`config.mk`:
```
export PLATFORM = sky130hd
export DESIGN_NAME = nibble_run_length_decoder_top
export DESIGN_NICKNAME = d
export VERILOG_FILES = /design/src/sv/nrld_pkg.sv /design/src/sv/nrld_obuf.sv /design/src/sv/nibble_run_length_decoder_top.sv
export SDC_FILE = /design/constraint.sdc
export NUM_CORES = 1
export LEC_CHECK = 0
export BUFFER_PORTS_ARGS = -buffer_cell sky130_fd_sc_hd__buf_2
export CORE_ASPECT_RATIO = 0.75
export CORE_MARGIN = 2
export CORE_UTILIZATION = 46
export DETAILED_ROUTE_END_ITERATION = 6
export HOLD_SLACK_MARGIN = 0.03
export MAX_ROUTING_LAYER = met4
export PLACE_DENSITY = 0.67
export SKIP_CTS_REPAIR_TIMING = 1
export SLEW_MARGIN = 0
export SYNTH_ARGS = -nofsm -noshare
export SYNTH_HDL_FRONTEND = slang
export SYNTH_SLANG_ARGS = --single-unit
```
`constraint.sdc`:
```
create_clock -name clk -period 2.62 [get_ports clk]
set_input_delay 0.131 -clock clk [delete_from_list [all_inputs] [get_ports clk]]
set_output_delay 0.131 -clock clk [all_outputs]
set_load 0.03 [all_outputs]
```
`src/sv/nrld_pkg.sv`:
```
// Shared types and constants for the nibble run-length decoder.
package nrld_pkg;

  localparam int CFG_IDX_W = 1;
  localparam logic [CFG_IDX_W-1:0] CFG_TILE_COUNT = 1'b0;
  localparam logic [CFG_IDX_W-1:0] CFG_RAW_MODE   = 1'b1;

  localparam int CFG_DATA_W = 8;
  localparam int BYTE_W     = 8;
  localparam int NIB_W      = 4;
  localparam int MAX_TILES  = 256;

  typedef enum logic [1:0] {
    S_IDLE,
    S_NIB,
    S_RUN,
    S_RAW
  } state_t;

  // One decoded word handed to the output register.
  typedef struct packed {
    logic              vld;
    logic [BYTE_W-1:0] data;
    logic              last;
  } push_t;

endpackage

```
`src/sv/nrld_obuf.sv`:
```
// Output register of the nibble run-length decoder, one word deep.
module nrld_obuf (
  input  logic                  clk,
  input  logic                  rst_n,
  input  nrld_pkg::push_t       push,
  output logic                  slot_free,
  output logic                  out_valid,
  input  logic                  out_stall,
  output logic [7:0]            out_byte,
  output logic                  out_last
);
  import nrld_pkg::*;

  logic              valid_r, valid_nxt;
  logic [BYTE_W-1:0] data_r, data_nxt;
  logic              last_r, last_nxt;

  // The slot frees in the same cycle the waiting word leaves.
  assign slot_free = !valid_r || !out_stall;

  always_comb begin
    valid_nxt = push.vld || (valid_r && out_stall);
    data_nxt  = data_r;
    last_nxt  = last_r;
    if (push.vld) begin
      data_nxt = push.data;
      last_nxt = push.last;
    end
  end

  always_ff @(posedge clk) begin
    if (!rst_n) begin
      valid_r <= 1'b0;
    end else begin
      valid_r <= valid_nxt;
    end
    data_r <= data_nxt;
    last_r <= last_nxt;
  end

  assign out_valid = valid_r;
  assign out_byte  = data_r;
  assign out_last  = last_r;

endmodule

```
`src/sv/nibble_run_length_decoder_top.sv`:
```
// Nibble run-length decoder top level: byte intake, nibble sequencer, run counter.
//
//   channel | direction | handshake            | payload
//   --------+-----------+----------------------+---------------------------
//   in      | input     | in_valid / in_stall  | in_stream_byte, in_first
//   out     | output    | out_valid / out_stall| out_byte, out_last
//   cfg     | input     | cfg_we               | cfg_index, cfg_data
//
// A byte is taken in S_IDLE, then each nibble passes through the
// nibble sequencer, and the run counter puts the repeated nibble count+1
// times, counting down from the count nibble to zero. Raw mode passes each byte whole.
// A new byte is taken only once the previous one is fully decoded. Reset clears
// config and decode state; a stalled output holds the sequencer only when a put
// would complete a word while a finished word waits in the output register.
module nibble_run_length_decoder_top #(
  parameter int BYTES_PER_TILE = 32
) (
  input  logic                           clk,
  input  logic                           rst_n,
  input  logic                           in_valid,
  output logic                           in_stall,
  input  logic [7:0]                     in_stream_byte,
  input  logic                           in_first,
  output logic                           out_valid,
  input  logic                           out_stall,
  output logic [7:0]                     out_byte,
  output logic                           out_last,
  input  logic                           cfg_we,
  input  logic [nrld_pkg::CFG_IDX_W-1:0] cfg_index,
  input  logic [nrld_pkg::CFG_DATA_W-1:0] cfg_data
);
  import nrld_pkg::*;

  localparam int TOT_W  = $clog2(MAX_TILES * BYTES_PER_TILE + 1);
  localparam int TILE_W = $clog2(MAX_TILES + 1);

  state_t state_r, state_nxt;

  logic [7:0]        tile_count_r;
  logic              raw_mode_r;

  logic [BYTE_W-1:0] sh_r, sh_nxt;
  logic              nib_left_r, nib_left_nxt;
  logic [NIB_W-1:0]  prev_r, prev_nxt;
  logic              prev_valid_r, prev_valid_nxt;
  logic              awaiting_r, awaiting_nxt;
  logic [NIB_W-1:0]  pending_r, pending_nxt;
  logic              half_r, half_nxt;
  logic [TOT_W-1:0]  bytes_done_r, bytes_done_nxt;
  logic [NIB_W-1:0]  run_left_r, run_left_nxt;

  logic [TILE_W-1:0] tiles;
  logic [TOT_W-1:0]  total;
  logic [TOT_W-1:0]  bd_inc;
  logic              done;
  logic              accept;
  logic [NIB_W-1:0]  nib;
  logic              is_match;
  logic              is_put;
  logic [NIB_W-1:0]  put_n;
  logic              put_blocked;
  logic              slot_free;
  push_t             push;

  assign tiles  = (tile_count_r == 8'd0) ? TILE_W'(MAX_TILES) : TILE_W'(tile_count_r);
  assign total  = TOT_W'(tiles) * TOT_W'(BYTES_PER_TILE);
  assign bd_inc = bytes_done_r + TOT_W'(1);
  assign done   = (bytes_done_r >= total);

  assign in_stall = (state_r != S_IDLE);
  assign accept   = in_valid && !in_stall;

  assign nib      = sh_r[BYTE_W-1 -: NIB_W];
  assign is_match = prev_valid_r && (nib == prev_r);

  always_comb begin
    is_put = 1'b0;
    put_n  = nib;
    case (state_r)
      S_NIB: begin
        is_put = !done && !awaiting_r && !is_match;
      end
      S_RUN: begin
        is_put = !done;
        put_n  = prev_r;
      end
      default: begin
        is_put = 1'b0;
      end
    endcase
  end

  // A put that completes a word must wait for the output slot.
  assign put_blocked = is_put && half_r && !slot_free;

  // Next state
  always_comb begin
    state_nxt = state_r;
    case (state_r)
      S_IDLE: begin
        if (accept) begin
          state_nxt = raw_mode_r ? S_RAW : S_NIB;
        end
      end
      S_RAW: begin
        if (done || slot_free) begin
          state_nxt = S_IDLE;
        end
      end
      S_NIB: begin
        if (done) begin
          state_nxt = S_IDLE;
        end else if (awaiting_r) begin
          state_nxt = S_RUN;
        end else if (!put_blocked) begin
          state_nxt = nib_left_r ? S_NIB : S_IDLE;
        end
      end
      S_RUN: begin
        if (done) begin
          state_nxt = S_IDLE;
        end else if (!put_blocked && run_left_r == '0) begin
          state_nxt = nib_left_r ? S_NIB : S_IDLE;
        end
      end
      default: begin
        state_nxt = S_IDLE;
      end
    endcase
  end

  // Datapath and decode state
  always_comb begin
    sh_nxt         = sh_r;
    nib_left_nxt   = nib_left_r;
    prev_nxt       = prev_r;
    prev_valid_nxt = prev_valid_r;
    awaiting_nxt   = awaiting_r;
    pending_nxt    = pending_r;
    half_nxt       = half_r;
    bytes_done_nxt = bytes_done_r;
    run_left_nxt   = run_left_r;
    push           = '0;

    case (state_r)
      S_IDLE: begin
        if (accept) begin
          sh_nxt       = in_stream_byte;
          nib_left_nxt = 1'b1;
          if (in_first) begin
            prev_nxt       = '0;
            prev_valid_nxt = 1'b0;
            awaiting_nxt   = 1'b0;
            pending_nxt    = '0;
            half_nxt       = 1'b0;
            bytes_done_nxt = '0;
          end
        end
      end
      S_RAW: begin
        if (!done && slot_free) begin
          push.vld       = 1'b1;
          push.data      = sh_r;
          push.last      = (bd_inc == total);
          bytes_done_nxt = bd_inc;
        end
      end
      S_NIB: begin
        if (!done && !put_blocked) begin
          // consume the high nibble and shift the low one up
          sh_nxt       = {sh_r[NIB_W-1:0], NIB_W'(0)};
          nib_left_nxt = 1'b0;
          if (awaiting_r) begin
            // keep track of a low nibble still due after the run
            nib_left_nxt   = nib_left_r;
            run_left_nxt   = nib;
            awaiting_nxt   = 1'b0;
            prev_valid_nxt = 1'b0;
          end else if (is_match) begin
            awaiting_nxt = 1'b1;
          end else begin
            prev_nxt       = nib;
            prev_valid_nxt = 1'b1;
          end
        end
      end
      S_RUN: begin
        if (!done && !put_blocked && run_left_r != '0) begin
          run_left_nxt = run_left_r - NIB_W'(1);
        end else if (!done && !put_blocked) begin
          nib_left_nxt = 1'b0;
        end
      end
      default: begin
        push = '0;
      end
    endcase

    // pack nibbles two to a word
    if (is_put && !put_blocked) begin
      if (!half_r) begin
        pending_nxt = put_n;
        half_nxt    = 1'b1;
      end else begin
        push.vld       = 1'b1;
        push.data      = {pending_r, put_n};
        push.last      = (bd_inc == total);
        half_nxt       = 1'b0;
        bytes_done_nxt = bd_inc;
      end
    end
  end

  always_ff @(posedge clk) begin
    if (!rst_n) begin
      state_r      <= S_IDLE;
      tile_count_r <= '0;
      raw_mode_r   <= 1'b0;
      prev_r       <= '0;
      prev_valid_r <= 1'b0;
      awaiting_r   <= 1'b0;
      pending_r    <= '0;
      half_r       <= 1'b0;
      bytes_done_r <= '0;
      nib_left_r   <= 1'b0;
      run_left_r   <= '0;
    end else begin
      state_r      <= state_nxt;
      prev_r       <= prev_nxt;
      prev_valid_r <= prev_valid_nxt;
      awaiting_r   <= awaiting_nxt;
      pending_r    <= pending_nxt;
      half_r       <= half_nxt;
      bytes_done_r <= bytes_done_nxt;
      nib_left_r   <= nib_left_nxt;
      run_left_r   <= run_left_nxt;
      if (cfg_we) begin
        case (cfg_index)
          CFG_TILE_COUNT: tile_count_r <= cfg_data;
          CFG_RAW_MODE:   raw_mode_r   <= cfg_data[0];
          default:        raw_mode_r   <= raw_mode_r;
        endcase
      end
    end
    sh_r <= sh_nxt;
  end

  nrld_obuf u_obuf (
    .clk       (clk),
    .rst_n     (rst_n),
    .push      (push),
    .slot_free (slot_free),
    .out_valid (out_valid),
    .out_stall (out_stall),
    .out_byte  (out_byte),
    .out_last  (out_last)
  );

  a_push_slot: assert property (@(posedge clk) disable iff (!rst_n)
    push.vld |-> slot_free)
    else $error("word pushed while output register is occupied");

  a_push_not_done: assert property (@(posedge clk) disable iff (!rst_n)
    push.vld |=> (bytes_done_r == $past(bd_inc)))
    else $error("byte count out of step with pushed words");

  a_run_clean: assert property (@(posedge clk) disable iff (!rst_n)
    (state_r == S_RUN) |-> (!awaiting_r && !prev_valid_r))
    else $error("run in progress with stale literal state");

  a_pair_half: assert property (@(posedge clk) disable iff (!rst_n)
    (push.vld && state_r != S_RAW) |-> half_r)
    else $error("nibble word pushed without a pending nibble");

endmodule
```
## Yosys cells after proc, flatten, opt, wreduce, memory -nomap -nowiden

Cells that the tools add are included.

- Flip-flop bits (word level): 59
- Input bits: 23
- Output and inout port bits: 11
- Word-level logic and storage cells: 141

- $add $sub $neg: 2
- Order comparisons: 1
- Equality and inequality tests: 18
- Muxes and demuxes: 60
- Bitwise operators: 1
- Reductions and logical operators: 44

Operators with widths:

| operator | number |
|---|---|
| two-way mux 14 bit | 5 |
| two-way mux 4 bit | 14 |
| two-way mux 10 bit | 4 |
| one-hot mux 14 bit (2 select lines) | 1 |
| inequality test 2 bit, second input constant | 10 |
| two-way mux 1 bit | 17 |
| two-way mux 2 bit | 8 |
| two-way mux 8 bit | 2 |
| one-hot mux 4 bit (2 select lines) | 2 |
| one-hot mux 8 bit (2 select lines) | 1 |
| adder 14 x 1 -> 14 bit, second input constant | 1 |
| == test 14 bit | 1 |
| greater-or-equal comparator 14 bit | 1 |
| logical AND 1 bit | 12 |
| AND reduction 4 bit | 3 |
| AND reduction 6 bit | 2 |
| nonzero test 2 bit | 6 |
| two-way mux 9 bit | 1 |
| logical NOT 1 bit | 8 |
| logical NOT 8 bit | 1 |
| one-hot mux 2 bit (4 select lines) | 1 |
| inequality test 3 bit, second input constant | 2 |
| one-hot mux 1 bit (2 select lines) | 3 |
| AND reduction 3 bit | 2 |
| 14 further kinds | 18 |

## Logic depth before layout (Yosys ltp)

Gate-level depths: netlist of run 1.

- Depth in word-level cells: 14
- Gate-level depth with buffers: 11
- Gate-level depth less buffers: 9

## By module

From an unflattened synthesis of run 1, not the netlist that was laid out.

- Cell total of the unflattened synthesis: 407
- Area, all modules: 3583.4 sq um

By module, submodules not included:

| module | instances | cells each | area each (sq um) | seq. area each (sq um) |
|---|---|---|---|---|
| nibble_run_length_decoder_top | 1 | 394 | 3278.1 | 1061.0 |
| nrld_obuf | 1 | 13 | 305.3 | 290.3 |

## Worst setup path before layout of run 1

No wires, ideal clock.

- Path kind: register to register
- From: reg tile_count_r[6]
- To: reg u_obuf.data_r[0] (netlist: u_obuf.out_byte[0]) (enable)
- Setup time: 0.374 ns
- Arrival: 2.339 ns
- Data required time: 2.246 ns
- Setup slack: -0.093 ns
- Stages on the path, launching flop included: 10
- Buffers on the path: 1
- Period minus slack after synthesis: 2.713 ns
- Cell sequence: dfxtp_1 -> nor4_1 -> nand2_1 -> ha_1 -> and4_1 -> a21oi_1 -> and3_1 -> nand2_1 -> clkbuf_1 -> nor2_1

RTL lines:

| element | RTL line | source |
|---|---|---|
| start, declared | nibble_run_length_decoder_top.sv:39 | `logic [7:0] tile_count_r;` |
| start signal, assigned | nibble_run_length_decoder_top.sv:239 | `CFG_TILE_COUNT: tile_count_r <= cfg_data;` |
| end signal, assigned | nrld_obuf.sv:37 | `data_r <= data_nxt;` |
| end, declared | nrld_obuf.sv:15 | `logic [BYTE_W-1:0] data_r, data_nxt;` |

## Final worst setup path of run 1

- From: reg state_r[1]
- To: reg prev_r[3]

- Cells in the longest elaborated chain, start to end: 8
- Elaborated cells on any way between the ends: 19
- Those cells by class: eq/ne (7); mux (2); reduce/logical (10)

RTL lines:

| element | RTL line | source |
|---|---|---|
| start, declared | nibble_run_length_decoder_top.sv:37 | `state_t state_r, state_nxt;` |
| start signal, assigned | nibble_run_length_decoder_top.sv:228 | `state_r <= state_nxt;` |
| == test 2 bit / == test 2 x 1 -> 1 bit (equally long branches) | nibble_run_length_decoder_top.sv:79, nibble_run_length_decoder_top.sv:145 |  |
| one-hot mux 1 bit (2 select lines) | nibble_run_length_decoder_top.sv:79 | `case (state_r)` |
| logical AND 1 bit (2 in series) | nibble_run_length_decoder_top.sv:94 | `assign put_blocked = is_put && half_r && !slot_free;` |
| logical NOT 1 bit | nibble_run_length_decoder_top.sv:169 | `if (!done && !put_blocked) begin` |
| logical AND 1 bit | nibble_run_length_decoder_top.sv:169 |  |
| inequality test 2 bit (no source line) | - |  |
| AND reduction 6 bit (no source line) | - |  |
| end signal, assigned | nibble_run_length_decoder_top.sv:229 | `prev_r <= prev_nxt;` |
| end, declared | nibble_run_length_decoder_top.sv:44 | `logic [NIB_W-1:0] prev_r, prev_nxt;` |

Several ways; a longest one is shown, not always the timed one.
A chain may end at the register's enable or synchronous reset.

==> reports/qor.json, run 1 <==
{
  "worst_setup_path": {
    "reg2reg_to": "prev_r[3]",
    "worstPathCellList": "inv_1 -> ha_1 -> nor2b_1 -> or2_0 -> o211ai_1 -> or4b_4 -> a22o_4 -> a22o_1",
    "cpMaxStageDelayCell": "sky130_fd_sc_hd__or4b_4",
    "worst_reg2reg_path_depth": 8,
    "cp_data_arrival_time_ns": 2.80,
    "r2r-start": "state_r[1]",
    "crit_required_ns": 2.86,
    "worst-path-max-fanout": 5,
    "critical_path_buf_inv_count": 1,
    "cp-start-kind": "flop",
    "endpoint_kind": "flop",
    "cp_top_family": "simple AND/OR/NAND/NOR gates",
    "category_of_the_most_critical_setup_path": "flop to flop",
    "rrSetupSlack_ns": 0.06,
    "critical_path.max_stage_delay_ns": 0.52
  },
  "synthesis": {
    "syn-cell-area_sq_mm": 0.00376,
    "ys_seq_area_frac": 0.360,
    "ys.flop_type": "sky130_fd_sc_hd__dfxtp_1",
    "synth_cell_type_count": 64,
    "post_synth.cell_area_avg_sq_um": 8.33,
    "number_of_enable_flip_flop_cells_after_synthesis": 17,
    "post_synth_inst_count": 451,
    "synthesis.nets": 492,
    "yosysWarningCount": 0,
    "ys_ff_latch": 59,
    "synthArstFlopShare": 0
  },
  "power": {
    "seq_power_share": 0.374,
    "clock_power_share": 0.280,
    "power.switching_fraction": 0.362,
    "power.net_switching_uw": 1070,
    "peakVddDrop_mv": 0.385,
    "comb_power_share": 0.346,
    "leakagePower_uw": 0.00187,
    "power_per_unit_of_standard_cell_area_mw_per_mm2": 627,
    "intPower_uw": 1890
  },
  "final_layout": {
    "synthToLayoutAreaGrowth_pct": 25.9,
    "layout-drive-gt1-share": 0.269,
    "nets": 563,
    "antenna_cells": 0,
    "fin_area_sq_mm": 0.00473,
    "num-fill-cells": 717,
    "final_util": 0.598
  },
  "cts": {
    "ctsRootBufferMaster": "sky130_fd_sc_hd__clkbuf_8",
    "clkLatencyLatePin_ns": 0.35,
    "clock_path_buffers": 2,
    "clk_pin_slew_ns": 0.07,
    "clock_tree_from_tritoncts": "done",
    "cts_htree_levels": 3,
    "cts_inserted_buffers": 9,
    "tritoncts_num_sinks": 59
  },
  "sta": {
    "final-max-slew-violation-count": 0,
    "setup_tns_ns": 0,
    "fin_crit_sh": 0.977,
    "timing.fmax_mhz": 391,
    "setup-violations-final": 0,
    "final-hold-violation-count": 0,
    "slew_headroom": 0.558,
    "period_needed_ns": 2.56,
    "timing_worst_slew_pin_value_ns": 0.656,
    "clock-skew-final_ns": 0.0189
  },
  "floorplan": {
    "core_area_sq_mm": 0.00792,
    "row_count": 28,
    "die_area_sq_mm": 0.00892,
    "initial_utilization": 0.475,
    "dieWidth_um": 108,
    "die_h_um": 82.3,
    "boundaryPins": 34
  },
  "route": {
    "drt_iter0_markers": 288,
    "detail-route-antenna-nets": 0,
    "detail_route.first_pass.iterations": 5,
    "post_detailed_routing_wire_length_um": 10600,
    "drt-wirelength-per-cell_um": 16.8,
    "via_count": 3719,
    "drcViolationCount": 0,
    "route.detailed.vias_per_inst": 5.88
  },
  "placed_design": {
    "dp.final_hpwl_um": 7710,
    "placed_cell_area_sq_mm": 0.00431,
    "buffer_ports.inserted": 33,
    "gp_congestion": 0.956
  },
  "hold_path": {
    "hold-path-endpoint": "tile_count_r[4]",
    "hp-start": "cfg_data[4]",
    "holdPathStages": 3,
    "worstHoldPathType": "primary input to flop"
  },
  "global_routing": {
    "global_route.usage.total": 0.255,
    "largest_net_degree_at_the_start_of_global_routing": 27,
    "grt_pass1_wl_um": 17100,
    "grt-ovfl-total": 0,
    "first_global_vias": 3502,
    "number_of_antenna_violations_at_the_first_check_in_global_routing": 0
  },
  "flow_run": {
    "max_cap_viols": 0
  },
  "status": {
    "outcome": "finished clean"
  }
}
-- worst max path at each step --
stage                  endpoint       startpoint  cells after the start
2_1_floorplan           sh_r[0]  tile_count_r[6]                      8
3_3_place_gp   bytes_done_r[12]  tile_count_r[3]                      9
3_5_place_dp   bytes_done_r[12]  tile_count_r[3]                      9
4_1_cts        bytes_done_r[12]  tile_count_r[3]                      9
5_1_grt               prev_r[0]  tile_count_r[3]                      9
6_report              prev_r[3]       state_r[1]                      8
-- area by class of cell --
cell class | count | area, sq um | area share
clock buffer | 9 | 124 | 0.0262
clock inverter | 7 | 66.3 | 0.0140
inverter | 24 | 90.1 | 0.0190
multi-input combinational | 341 | 2390 | 0.505
sequential | 59 | 1360 | 0.287
tap | 105 | 131 | 0.0278
timing repair buffer | 87 | 573 | 0.121
-- layout by cell type, fill, tap and decap left out, types with 6 or more instances in the layout --
| master | Yosys | layout |
|---|---|---|
| sky130_fd_sc_hd__mux2_2 | 8 | 8 |
| sky130_fd_sc_hd__mux2i_1 | 6 | 6 |
| sky130_fd_sc_hd__nor2_1 | 57 | 56 |
| sky130_fd_sc_hd__buf_4 | 1 | 53 |
| sky130_fd_sc_hd__a21oi_1 | 26 | 25 |
| sky130_fd_sc_hd__nand3_1 | 21 | 19 |
| sky130_fd_sc_hd__o21ai_0 | 16 | 15 |
| sky130_fd_sc_hd__buf_2 | 5 | 33 |
| sky130_fd_sc_hd__clkbuf_8 | 0 | 9 |
| sky130_fd_sc_hd__o211ai_1 | 8 | 8 |
| sky130_fd_sc_hd__nand2_1 | 47 | 45 |
| sky130_fd_sc_hd__inv_1 | 23 | 23 |
| sky130_fd_sc_hd__edfxtp_1 | 17 | 17 |
| sky130_fd_sc_hd__ha_1 | 18 | 15 |
| sky130_fd_sc_hd__nand4_1 | 8 | 8 |
| sky130_fd_sc_hd__nor2b_1 | 7 | 7 |
| sky130_fd_sc_hd__xnor2_1 | 10 | 10 |
| sky130_fd_sc_hd__a31oi_1 | 8 | 8 |
| sky130_fd_sc_hd__o22ai_1 | 7 | 7 |
| sky130_fd_sc_hd__dfxtp_1 | 42 | 38 |
-- worst min-delay path: cells and delay by family --
kind,cells,cell delay [ns]
buf+inv,1,0.08
simple gates,1,0.08
compound gates,1,0.05
-- registers in the layout (all words and copies together) (netlist names) --
name	count
u_obuf.out_last	1
half_r	1
nib_left_r	1
raw_mode_r	1
pending_r	4
tile_count_r	8
u_obuf.out_valid	1
u_obuf.out_byte	8
sh_r	8
awaiting_r	1
state_r	2
bytes_done_r	14
prev_valid_r	1
run_left_r	4
prev_r	4
-- cell usage after synthesis (all sizes together) (6+ instances only) --
| cell | number | share of area |
|---|---|---|
| a21oi | 26 | 0.035 |
| a22o | 6 | 0.014 |
| a31oi | 8 | 0.013 |
| buf | 7 | 0.0097 |
| clkbuf | 20 | 0.020 |
| dfxtp | 42 | 0.22 |
| edfxtp | 17 | 0.14 |
| ha | 18 | 0.060 |
| inv | 23 | 0.023 |
| mux2 | 8 | 0.024 |
| mux2i | 6 | 0.016 |
| nand2 | 47 | 0.047 |
| nand3 | 21 | 0.028 |
| nand4 | 8 | 0.013 |
| nor2 | 58 | 0.059 |
| nor2b | 7 | 0.012 |
| nor4 | 6 | 0.013 |
| o211ai | 8 | 0.016 |
| o21ai | 16 | 0.021 |
| o22ai | 7 | 0.012 |
| xnor2 | 10 | 0.023 |
-- metrics by stage --
| stage | setup WS [ns] | hold slack [ns] | std cells | power [uW] |
|---|---|---|---|---|
| after floorplan | 0.0399 | 0.270 | 451 | 1730 |
| after global placement | -0.0783 | 0.363 | 611 | 2040 |
| after detailed placement | -0.185 | 0.365 | 611 | 2050 |
| after CTS | -0.201 | -0.000275 | 627 | 2880 |
| after global routing | -0.0142 | 0.0380 | 632 | 3110 |
| final | 0.0615 | 0.0294 | 632 | 2960 |
-- metal layers --
layer	GRT usage	share of wire
met1	0.352	0.47
met2	0.357	0.42
met3	0.0871	0.095
met4	0.0603	0.0092
met5	-	0
-- power by group through the flow --
stage | Sequential, uW | Combinational (uW) | Clock [uW]
finish | 1110 | 1020 | 830
global route | 1120 | 1110 | 880
CTS | 1100 | 935 | 843
detailed placement | 1130 | 925 | 0
global placement | 1120 | 914 | 0
floorplan | 1130 | 601 | 0
-- cells by family (layout without fill, tap and decap cells) --
family | Yosys count | after routing | share of synthesized area
and+or+nand+nor | 181 | 181 | 0.235
adders and majority gates | 18 | 18 | 0.0599
AOI/OAI and AO/OA | 113 | 113 | 0.217
muxes | 14 | 14 | 0.0399
buffers and inverters | 51 | 127 | 0.0536
DFF | 59 | 59 | 0.360
xor gates and xnor gates | 15 | 15 | 0.0350
(Power assumes the default switching activity.)
==> run 2: changes to the inputs <==
--- a/config.mk
+++ b/config.mk
@@ -5,14 +5,14 @@
 export SDC_FILE = /design/constraint.sdc
 export NUM_CORES = 1
 export LEC_CHECK = 0
+export ABC_AREA = 1
 export BUFFER_PORTS_ARGS = -buffer_cell sky130_fd_sc_hd__buf_2
 export CORE_ASPECT_RATIO = 0.75
 export CORE_MARGIN = 2
-export CORE_UTILIZATION = 46
+export CORE_UTILIZATION = 40
 export DETAILED_ROUTE_END_ITERATION = 6
 export HOLD_SLACK_MARGIN = 0.03
 export MAX_ROUTING_LAYER = met4
-export PLACE_DENSITY = 0.67
 export SKIP_CTS_REPAIR_TIMING = 1
 export SLEW_MARGIN = 0
 export SYNTH_ARGS = -nofsm -noshare
==> constraint.sdc (replaced) <==
create_clock -name clk -period 2.9 [get_ports clk]
set_input_delay 0.145 -clock clk [delete_from_list [all_inputs] [get_ports clk]]
set_output_delay 0.145 -clock clk [all_outputs]
set_load 0.03 [all_outputs]
==> run 2 against run 1 <==
Routed wire length decreased by 0.16%. Non-clock buffer count decreased by 37. Cell count increased by 17%. Critical path type unchanged. Critical path depth increased by 7. Clock power increased by 31%. Synthesized cell count increased by 23%. Largest cell class unchanged. Largest power group is now combinational logic. Count of clock-buffer cells in the layout unchanged.
==> reports/qor.json, run 2 <==
{
  "synthesis": {
    "ys_ff_latch": {"value": 59, "change": "unchanged"},
    "synth_adder_area_share": {"value": 0.0581, "change": "-0.00182"},
    "yosys-top-cells-area": "sky130_fd_sc_hd__dfxtp_1 22%, sky130_fd_sc_hd__edfxtp_1 13%, sky130_fd_sc_hd__nand2_1 12%, sky130_fd_sc_hd__o21ai_0 8.3%, sky130_fd_sc_hd__inv_1 7.7%",
    "synth.mux.area_fraction": {"value": 0, "change": "-0.0399"},
    "yosysTopAreaCellShare": {"value": 0.217, "change": "-0.00679"},
    "number_of_enable_flip_flop_cells_after_synthesis": {"value": 17, "change": "unchanged"},
    "post_synth_xor_area_fraction": {"value": 0.0316, "change": "-0.00332"},
    "syn-cell-area": {"value": 0.00388, "unit": "sq mm", "change": "+3.1%"},
    "synth_simple_gate_area_share": {"value": 0.268, "change": "+0.0329"},
    "ys_seq_area_frac": {"value": 0.349, "change": "-0.0109"},
    "combinational_family_with_the_most_area_after_synthesis": "simple AND/OR/NAND/NOR gates",
    "post_synth_inst_count": {"value": 555, "change": "+23%"},
    "yosysWarningCount": {"value": 0, "change": "unchanged"},
    "synthArstFlopShare": {"value": 0, "change": "unchanged"},
    "post_synthesis_compound_gate_area_fraction": {"value": 0.189, "change": "-0.0276"},
    "synthesis.nets": {"value": 596, "change": "+21%"},
    "synthTopCellsByCount": "119 x sky130_fd_sc_hd__nand2_1, 79 x sky130_fd_sc_hd__inv_1, 64 x sky130_fd_sc_hd__o21ai_0, 51 x sky130_fd_sc_hd__nor2_1, 47 x sky130_fd_sc_hd__a21oi_1",
    "synth_top_cell_by_area": "sky130_fd_sc_hd__dfxtp_1",
    "post-synth-top-count-cell": "sky130_fd_sc_hd__nand2_1",
    "synth_cell_type_count": {"value": 41, "change": "-36%"},
    "post_synth.cell_area_avg": {"value": 6.98, "unit": "sq um", "change": "-16%"},
    "ys.flop_type": "sky130_fd_sc_hd__dfxtp_1"
  },
  "worst_setup_path": {
    "rrSetupSlack": {"value": 0.13, "unit": "ns", "change": "+0.07 ns"},
    "cp_data_arrival_time": {"value": 2.84, "unit": "ns", "change": "+0.04 ns"},
    "worst-path-max-fanout": {"value": 7, "change": "+2"},
    "worst_reg2reg_path_depth": {"value": 15, "change": "+7"},
    "timing.critical_path.mode_cell": "sky130_fd_sc_hd__nand4_1",
    "cpMaxStageDelayCell": "sky130_fd_sc_hd__ha_1",
    "category_of_the_most_critical_setup_path": "flop to flop",
    "critical_path.max_stage_delay": {"value": 0.34, "unit": "ns", "change": "-0.18 ns"},
    "cp-start-kind": "flop",
    "crit_required": {"value": 2.97, "unit": "ns", "change": "+0.11 ns"},
    "worstPathCellList": "inv_1 -> nand4_1 -> nor3_1 -> nand3_1 -> ha_1 -> a21o_1 -> nor2_1 -> nand3_4 -> nor2_4 -> nand2_1 -> nor2_2 -> nand2_4 -> buf_4 -> nand4_1 -> o21ai_0",
    "endpoint_kind": "flop"
  },
  "power": {
    "peakVddDrop": {"value": 0.468, "unit": "mV", "change": "+22%"},
    "leakagePower": {"value": 0.00209, "unit": "uW", "change": "+11%"},
    "power_per_unit_of_standard_cell_area": {"value": 972, "unit": "mW/mm^2", "change": "+55%"}
  },
  "sta": {
    "timing.fmax": {"value": 362, "unit": "MHz", "change": "-7.5%"},
    "clock-skew-final": {"value": 0.0111, "unit": "ns", "change": "-0.00783 ns"},
    "slew_headroom": {"value": 0.463, "change": "-0.0951"},
    "post-route-worst-setup-slack": {"value": 0.135, "unit": "ns", "change": "+0.0733 ns"},
    "fin_crit_sh": {"value": 0.954, "change": "-0.0230"},
    "final-hold-violation-count": {"value": 0, "change": "unchanged"},
    "timing_worst_slew_pin_value": {"value": 0.797, "unit": "ns", "change": "+0.141 ns"},
    "setup-violations-final": {"value": 0, "change": "unchanged"},
    "grt_setup_unrepaired": "false",
    "final-max-slew-violation-count": {"value": 0, "change": "unchanged"},
    "period_needed": {"value": 2.77, "unit": "ns", "change": "+0.207 ns"}
  },
  "floorplan": {
    "boundaryPins": {"value": 34, "change": "unchanged"},
    "initial_utilization": {"value": 0.406, "change": "-0.0685"},
    "die_h": {"value": 89.3, "unit": "um", "change": "+8.5%"},
    "row_count": {"value": 31, "change": "+11%"},
    "core_area": {"value": 0.00954, "unit": "sq mm", "change": "+21%"},
    "die_area": {"value": 0.0105, "unit": "sq mm", "change": "+18%"},
    "dieWidth": {"value": 118, "unit": "um", "change": "+8.6%"}
  },
  "route": {
    "via_count": {"value": 3684, "change": "-0.94%"},
    "drt_iter0_markers": {"value": 221, "change": "-23%"},
    "detail-route-antenna-nets": {"value": 0, "change": "unchanged"},
    "route.detailed.vias_per_inst": {"value": 5.00, "change": "-15%"},
    "detail_route.first_pass.iterations": {"value": 6, "change": "+1"},
    "drcViolationCount": {"value": 0, "change": "unchanged"},
    "post_detailed_routing_wire_length": {"value": 10600, "unit": "um", "change": "-0.16%"},
    "drt-wirelength-per-cell": {"value": 14.4, "unit": "um", "change": "-14%"}
  },
  "hold_path": {
    "holdPathStages": {"value": 3, "change": "unchanged"},
    "worstHoldPathType": "primary input to flop"
  },
  "cts": {
    "clk_pin_slew": {"value": 0.06, "unit": "ns", "change": "about the same"},
    "tritoncts_num_sinks": {"value": 59, "change": "unchanged"},
    "ctsRootBufferMaster": "sky130_fd_sc_hd__clkbuf_16",
    "clock_tree_from_tritoncts": "done",
    "cts_inserted_buffers": {"value": 9, "change": "unchanged"},
    "clkLatencyLatePin": {"value": 0.34, "unit": "ns", "change": "about the same"},
    "cts_htree_levels": {"value": 3, "change": "unchanged"},
    "clock_path_buffers": {"value": 2, "change": "unchanged"}
  },
  "global_routing": {
    "first_global_vias": {"value": 3379, "change": "-3.5%"},
    "grt-ovfl-total": {"value": 0, "change": "unchanged"},
    "number_of_antenna_violations_at_the_first_check_in_global_routing": {"value": 0, "change": "unchanged"},
    "global_route.usage.total": {"value": 0.218, "change": "-0.0368"},
    "largest_net_degree_at_the_start_of_global_routing": {"value": 34, "change": "+26%"},
    "grt_pass1_wl": {"value": 17100, "unit": "um", "change": "-0.33%"}
  },
  "placed_design": {
    "gp_congestion": {"value": 0.920, "change": "-3.8%"},
    "dp.final_hpwl": {"value": 8050, "unit": "um", "change": "+4.5%"},
    "place_worst_setup_slack": {"value": -0.00440, "unit": "ns", "change": "+0.181 ns"},
    "buffer_ports.inserted": {"value": 33, "change": "unchanged"},
    "dpl_cells": {"value": 718, "change": "+18%"}
  },
  "final_layout": {
    "registers.top_by_ff_count": "bytes_done_r",
    "synthToLayoutAreaGrowth_pct": 17.9,
    "multi_input_area": {"value": 0.00213, "unit": "sq mm", "change": "-11%"},
    "final-seq-area": {"value": 0.00135, "unit": "sq mm", "change": "-0.37%"},
    "finish.cell_count_without_fillers": {"value": 737, "change": "+17%"},
    "nets": {"value": 641, "change": "+14%"},
    "leading_cell_type_in_the_layout_fill_and_taps_excluded": "sky130_fd_sc_hd__nand2_1",
    "mostFrequentLayoutCells": "118 x sky130_fd_sc_hd__nand2_1, 79 x sky130_fd_sc_hd__inv_1, 61 x sky130_fd_sc_hd__o21ai_0",
    "antenna_cells": {"value": 0, "change": "unchanged"},
    "largest_reg_flops": {"value": 14, "change": "unchanged"},
    "layout-drive-gt1-share": {"value": 0.160, "change": "-0.109"},
    "num-fill-cells": {"value": 965, "change": "+35%"}
  },
  "status": {
    "outcome": "finished clean"
  },
  "flow_run": {
    "max_cap_viols": {"value": 0, "change": "unchanged"}
  }
}
## run 2: cell types whose count changed after synthesis, moves of 7 or more
cell / before / now
sky130_fd_sc_hd__nand2_2: 0 / 7
sky130_fd_sc_hd__xnor2_1: 10 / 2
sky130_fd_sc_hd__o22ai_1: 7 / 0
sky130_fd_sc_hd__nor2b_1: 7 / 0
sky130_fd_sc_hd__clkbuf_1: 20 / 7
sky130_fd_sc_hd__mux2_2: 8 / 0
sky130_fd_sc_hd__o21ai_0: 16 / 64
sky130_fd_sc_hd__xor2_1: 5 / 12
sky130_fd_sc_hd__o211ai_1: 8 / 1
sky130_fd_sc_hd__nand2_1: 47 / 119
sky130_fd_sc_hd__inv_1: 23 / 79
sky130_fd_sc_hd__a21oi_1: 26 / 47
## run 2: power by group
group	internal, uW	total (uW)	switching, uW
logic	693	2050	1360
clock network	669	1090	423
registers	1110	1300	182
total	2480	4440	1970
## run 2: layout make-up
class                      count  area share
multi-input combinational    394       0.467
sequential                    59       0.296
timing repair buffer          50      0.0649
tap                          132      0.0361
clock inverter                 7      0.0164
inverter                      86      0.0706
clock buffer                   9      0.0493
## run 2: metrics by stage
stage	hold slack, ns	area (sq um)	util	power (uW)	setup TNS, ns
after floorplan	0.283	3880	-	2710	0
after global placement	0.413	4230	0.443	3270	0
after detailed placement	0.418	4230	0.443	3320	-0.0131
after CTS	0.0649	4530	0.475	4420	-0.0990
after global routing	0.0700	4570	0.479	4800	0
final	0.0707	4570	0.479	4440	0
## run 2: path summary, 6_finish.rpt
check | from | endpoint
max reg2reg | tile_count_r[5] | u_obuf.out_byte[2]
max | tile_count_r[5] | u_obuf.out_byte[2]
min reg2reg | pending_r[3] | pending_r[3]
min | in_stream_byte[5] | sh_r[5]
## run 2: per-layer routing
metal	GRT usage	share of wire	vias up
li1	-	-	1902
met1	0.289	0.49	1659
met2	0.318	0.41	104
met3	0.0663	0.079	19
met4	0.0712	0.018	0
met5	-	0	-
## run 2: cell families (layout without fill, tap and decap cells)
logic type                 after synthesis  after routing
xor gates and xnor gates                14             14
buffers and inverters                  102            152
adders and majority gates               18             18
and+or+nand+nor                        229            229
AOI/OAI and AO/OA                      133            133
DFF                                     59             59
## run 2: critical path, delay by kind of cell (launching register included)
family | cells | cell delay (ns)
DFF | 1 | 0.31
AOI/OAI and AO/OA | 2 | 0.28
and+or+nand+nor | 10 | 1.30
buffers and inverters | 2 | 0.30
adders and majority gates | 1 | 0.34
==> run 3: changes to the inputs <==
--- a/config.mk
+++ b/config.mk
@@ -7,12 +7,13 @@
 export LEC_CHECK = 0
 export ABC_AREA = 1
 export BUFFER_PORTS_ARGS = -buffer_cell sky130_fd_sc_hd__buf_2
+export CAP_MARGIN = 10
 export CORE_ASPECT_RATIO = 0.75
 export CORE_MARGIN = 2
 export CORE_UTILIZATION = 40
 export DETAILED_ROUTE_END_ITERATION = 6
 export HOLD_SLACK_MARGIN = 0.03
-export MAX_ROUTING_LAYER = met4
+export RECOVER_POWER = 100
 export SKIP_CTS_REPAIR_TIMING = 1
 export SLEW_MARGIN = 0
 export SYNTH_ARGS = -nofsm -noshare
==> run 3 against run 2 <==
Clock power about the same. Maximum frequency shrank 0.77%. First-iteration DRC count grew 7.7%. Routed wire length up 0.26%. Global-route usage shrank 0.64 points. Total power shrank 0.38%. Non-clock buffer count unchanged. Cell count is the same. Count of clock-buffer cells in the layout did not move. Core utilization decreased by 0.39 points. Die area did not move. Highest routed layer unchanged.
==> reports/qor.json, run 3 (synthesis gave the netlist of run 2 again) <==
{
  "power": {
    "intPower": {"value": 2450, "unit": "uW", "change": "-0.84%"},
    "leakagePower": {"value": 0.00204, "unit": "uW", "change": "-2.3%"},
    "seq_power_share": {"value": 0.292, "change": "about the same"},
    "clock_power_share": {"value": 0.247, "change": "about the same"},
    "power.switching_fraction": {"value": 0.445, "change": "+0.00257"},
    "comb_power_share": {"value": 0.460, "change": "-0.003"},
    "peakVddDrop": {"value": 0.468, "unit": "mV", "change": "-0.12%"},
    "post-layout-total-power": {"value": 4420, "unit": "uW", "change": "-0.38%"},
    "power_per_unit_of_standard_cell_area": {"value": 976, "unit": "mW/mm^2", "change": "+0.45%"},
    "power.net_switching": {"value": 1970, "unit": "uW", "change": "+0.20%"}
  },
  "cts": {
    "clock_tree_from_tritoncts": "done",
    "clk_pin_slew": {"value": 0.06, "unit": "ns", "change": "about the same"},
    "clock_path_buffers": {"value": 2, "change": "unchanged"},
    "clkLatencyLatePin": {"value": 0.34, "unit": "ns", "change": "about the same"},
    "cts_inserted_buffers": {"value": 9, "change": "unchanged"},
    "ctsRootBufferMaster": "sky130_fd_sc_hd__clkbuf_16",
    "cts_htree_levels": {"value": 3, "change": "unchanged"},
    "tritoncts_num_sinks": {"value": 59, "change": "unchanged"}
  },
  "worst_setup_path": {
    "endpoint_kind": "flop",
    "cp-start-kind": "flop",
    "category_of_the_most_critical_setup_path": "flop to flop",
    "cp_data_arrival_time": {"value": 2.82, "unit": "ns", "change": "-0.02 ns"},
    "worst-path-max-fanout": {"value": 7, "change": "unchanged"},
    "crit_required": {"value": 2.93, "unit": "ns", "change": "-0.04 ns"}
  },
  "route": {
    "drcViolationCount": {"value": 0, "change": "unchanged"},
    "post_detailed_routing_wire_length": {"value": 10600, "unit": "um", "change": "+0.26%"},
    "detail_route.first_pass.iterations": {"value": 5, "change": "-1"},
    "detail-route-antenna-nets": {"value": 0, "change": "unchanged"},
    "via_count": {"value": 3716, "change": "+0.87%"},
    "drt_iter0_markers": {"value": 238, "change": "+7.7%"},
    "drt-wirelength-per-cell": {"value": 14.4, "unit": "um", "change": "+0.26%"},
    "route.detailed.vias_per_inst": {"value": 5.04, "change": "+0.87%"}
  },
  "floorplan": {
    "die_h": {"value": 89.3, "unit": "um", "change": "unchanged"},
    "boundaryPins": {"value": 34, "change": "unchanged"},
    "initial_utilization": {"value": 0.406, "change": "unchanged"},
    "die_area": {"value": 0.0105, "unit": "sq mm", "change": "unchanged"},
    "core_area": {"value": 0.00954, "unit": "sq mm", "change": "unchanged"},
    "dieWidth": {"value": 118, "unit": "um", "change": "unchanged"},
    "row_count": {"value": 31, "change": "unchanged"}
  },
  "final_layout": {
    "largest_reg_flops": {"value": 14, "change": "unchanged"},
    "layout-drive-gt1-share": {"value": 0.129, "change": "-0.0314"},
    "nets": {"value": 641, "change": "unchanged"},
    "leading_cell_type_in_the_layout_fill_and_taps_excluded": "sky130_fd_sc_hd__nand2_1",
    "mostFrequentLayoutCells": "119 x sky130_fd_sc_hd__nand2_1, 80 x sky130_fd_sc_hd__inv_1, 61 x sky130_fd_sc_hd__o21ai_0",
    "registers.top_by_ff_count": "bytes_done_r",
    "multi_input_area": {"value": 0.00213, "unit": "sq mm", "change": "-0.35%"},
    "fin_area": {"value": 0.00453, "unit": "sq mm", "change": "-0.82%"},
    "antenna_cells": {"value": 0, "change": "unchanged"},
    "final-seq-area": {"value": 0.00135, "unit": "sq mm", "change": "unchanged"},
    "synthToLayoutAreaGrowth_pct": 16.9,
    "num-fill-cells": {"value": 978, "change": "+1.3%"}
  },
  "sta": {
    "final-hold-violation-count": {"value": 0, "change": "unchanged"},
    "fin_crit_sh": {"value": 0.961, "change": "+0.00743"},
    "period_needed": {"value": 2.79, "unit": "ns", "change": "+0.0216 ns"},
    "timing.fmax": {"value": 359, "unit": "MHz", "change": "-0.77%"},
    "grt_setup_unrepaired": "false",
    "slew_headroom": {"value": 0.451, "change": "-0.0115"},
    "timing_worst_slew_pin_value": {"value": 0.823, "unit": "ns", "change": "+0.0257 ns"},
    "final-max-slew-violation-count": {"value": 0, "change": "unchanged"},
    "post-route-worst-setup-slack": {"value": 0.113, "unit": "ns", "change": "-0.0216 ns"},
    "clock-skew-final": {"value": 0.0108, "unit": "ns", "change": "-0.000298 ns"},
    "setup-violations-final": {"value": 0, "change": "unchanged"},
    "hold_slack": {"value": 0.0713, "unit": "ns", "change": "+0.000507 ns"}
  },
  "global_routing": {
    "grt-ovfl-total": {"value": 0, "change": "unchanged"},
    "first_global_vias": {"value": 3375, "change": "-0.12%"},
    "largest_net_degree_at_the_start_of_global_routing": {"value": 34, "change": "unchanged"},
    "number_of_antenna_violations_at_the_first_check_in_global_routing": {"value": 0, "change": "unchanged"},
    "global_route.usage.total": {"value": 0.212, "change": "-0.00640"},
    "grtUsageMet1": {"value": 0.288, "change": "-0.00117"},
    "grt_pass1_wl": {"value": 17000, "unit": "um", "change": "-0.12%"},
    "grtUsageMet3": {"value": 0.0765, "change": "+0.0102"},
    "most_used_routing_layer_in_global_routing": "met2",
    "grtUsageMet2": {"value": 0.317, "change": "-0.000529"}
  },
  "placed_design": {
    "gp_congestion": {"value": 0.904, "change": "-1.7%"},
    "dp.final_hpwl": {"value": 8050, "unit": "um", "change": "unchanged"},
    "placed_cell_area": {"value": 0.00423, "unit": "sq mm", "change": "unchanged"},
    "buffer_ports.inserted": {"value": 33, "change": "unchanged"},
    "place_worst_setup_slack": {"value": -0.00440, "unit": "ns", "change": "unchanged"}
  },
  "flow_run": {
    "max_cap_viols": {"value": 0, "change": "unchanged"}
  },
  "hold_path": {
    "worstHoldPathType": "primary input to flop"
  },
  "status": {
    "outcome": "finished clean"
  }
}
==> run 3: stage by stage <==
stage	TNS (ns)	utilization	std cells
after floorplan	0	-	555
after global placement	0	0.443	718
after detailed placement	-0.0131	0.443	718
after CTS	-0.0990	0.475	734
after global routing	0	0.475	737
final	0	0.475	737
==> run 3: power groups by stage <==
stage	Sequential, uW	Clock (uW)	Combinational (uW)
after floorplan	1290	0	1420
after global placement	1300	0	1970
after detailed placement	1310	0	2010
after CTS	1290	1100	2020
after global routing	1320	1140	2320
final	1290	1090	2040
==> run 3: cell type report <==
type / instances / area share
sequential: 59 / 0.298
clock buffer: 9 / 0.0497
multi-input combinational: 394 / 0.469
inverter: 86 / 0.0712
tap: 132 / 0.0364
clock inverter: 7 / 0.0166
timing repair buffer: 50 / 0.0588
==> run 3: critical path: stages, from the launching register on <==
cell,delay (ns)
sky130_fd_sc_hd__dfxtp_1,0.31
sky130_fd_sc_hd__inv_1,0.12
sky130_fd_sc_hd__nand4_1,0.11
sky130_fd_sc_hd__nor3_1,0.14
sky130_fd_sc_hd__nand3_1,0.16
sky130_fd_sc_hd__ha_1,0.34
sky130_fd_sc_hd__a21o_1,0.17
sky130_fd_sc_hd__nor2_1,0.18
sky130_fd_sc_hd__nand3_4,0.15
sky130_fd_sc_hd__nor2_4,0.13
sky130_fd_sc_hd__nand2_1,0.07
sky130_fd_sc_hd__nor2_2,0.15
sky130_fd_sc_hd__nand2_4,0.12
sky130_fd_sc_hd__nand2_4,0.12
sky130_fd_sc_hd__clkbuf_1,0.19
==> run 3: final timing paths <==
check / endpoint / slack, ns / start / cells after the start
max: u_obuf.out_byte[0] / 0.11 / tile_count_r[5] / 14
min: sh_r[5] / 0.07 / in_stream_byte[5] / 3
max reg2reg: u_obuf.out_byte[0] / 0.11 / tile_count_r[5] / 14
min reg2reg: pending_r[0] / 0.47 / pending_r[0] / 2
==> run 3: routing by layer <==
metal  vias up  wire length, um
met1      1696             5260
li1       1902                -
met5         -                0
met4         0              142
met3        14              791
met2       104             4420
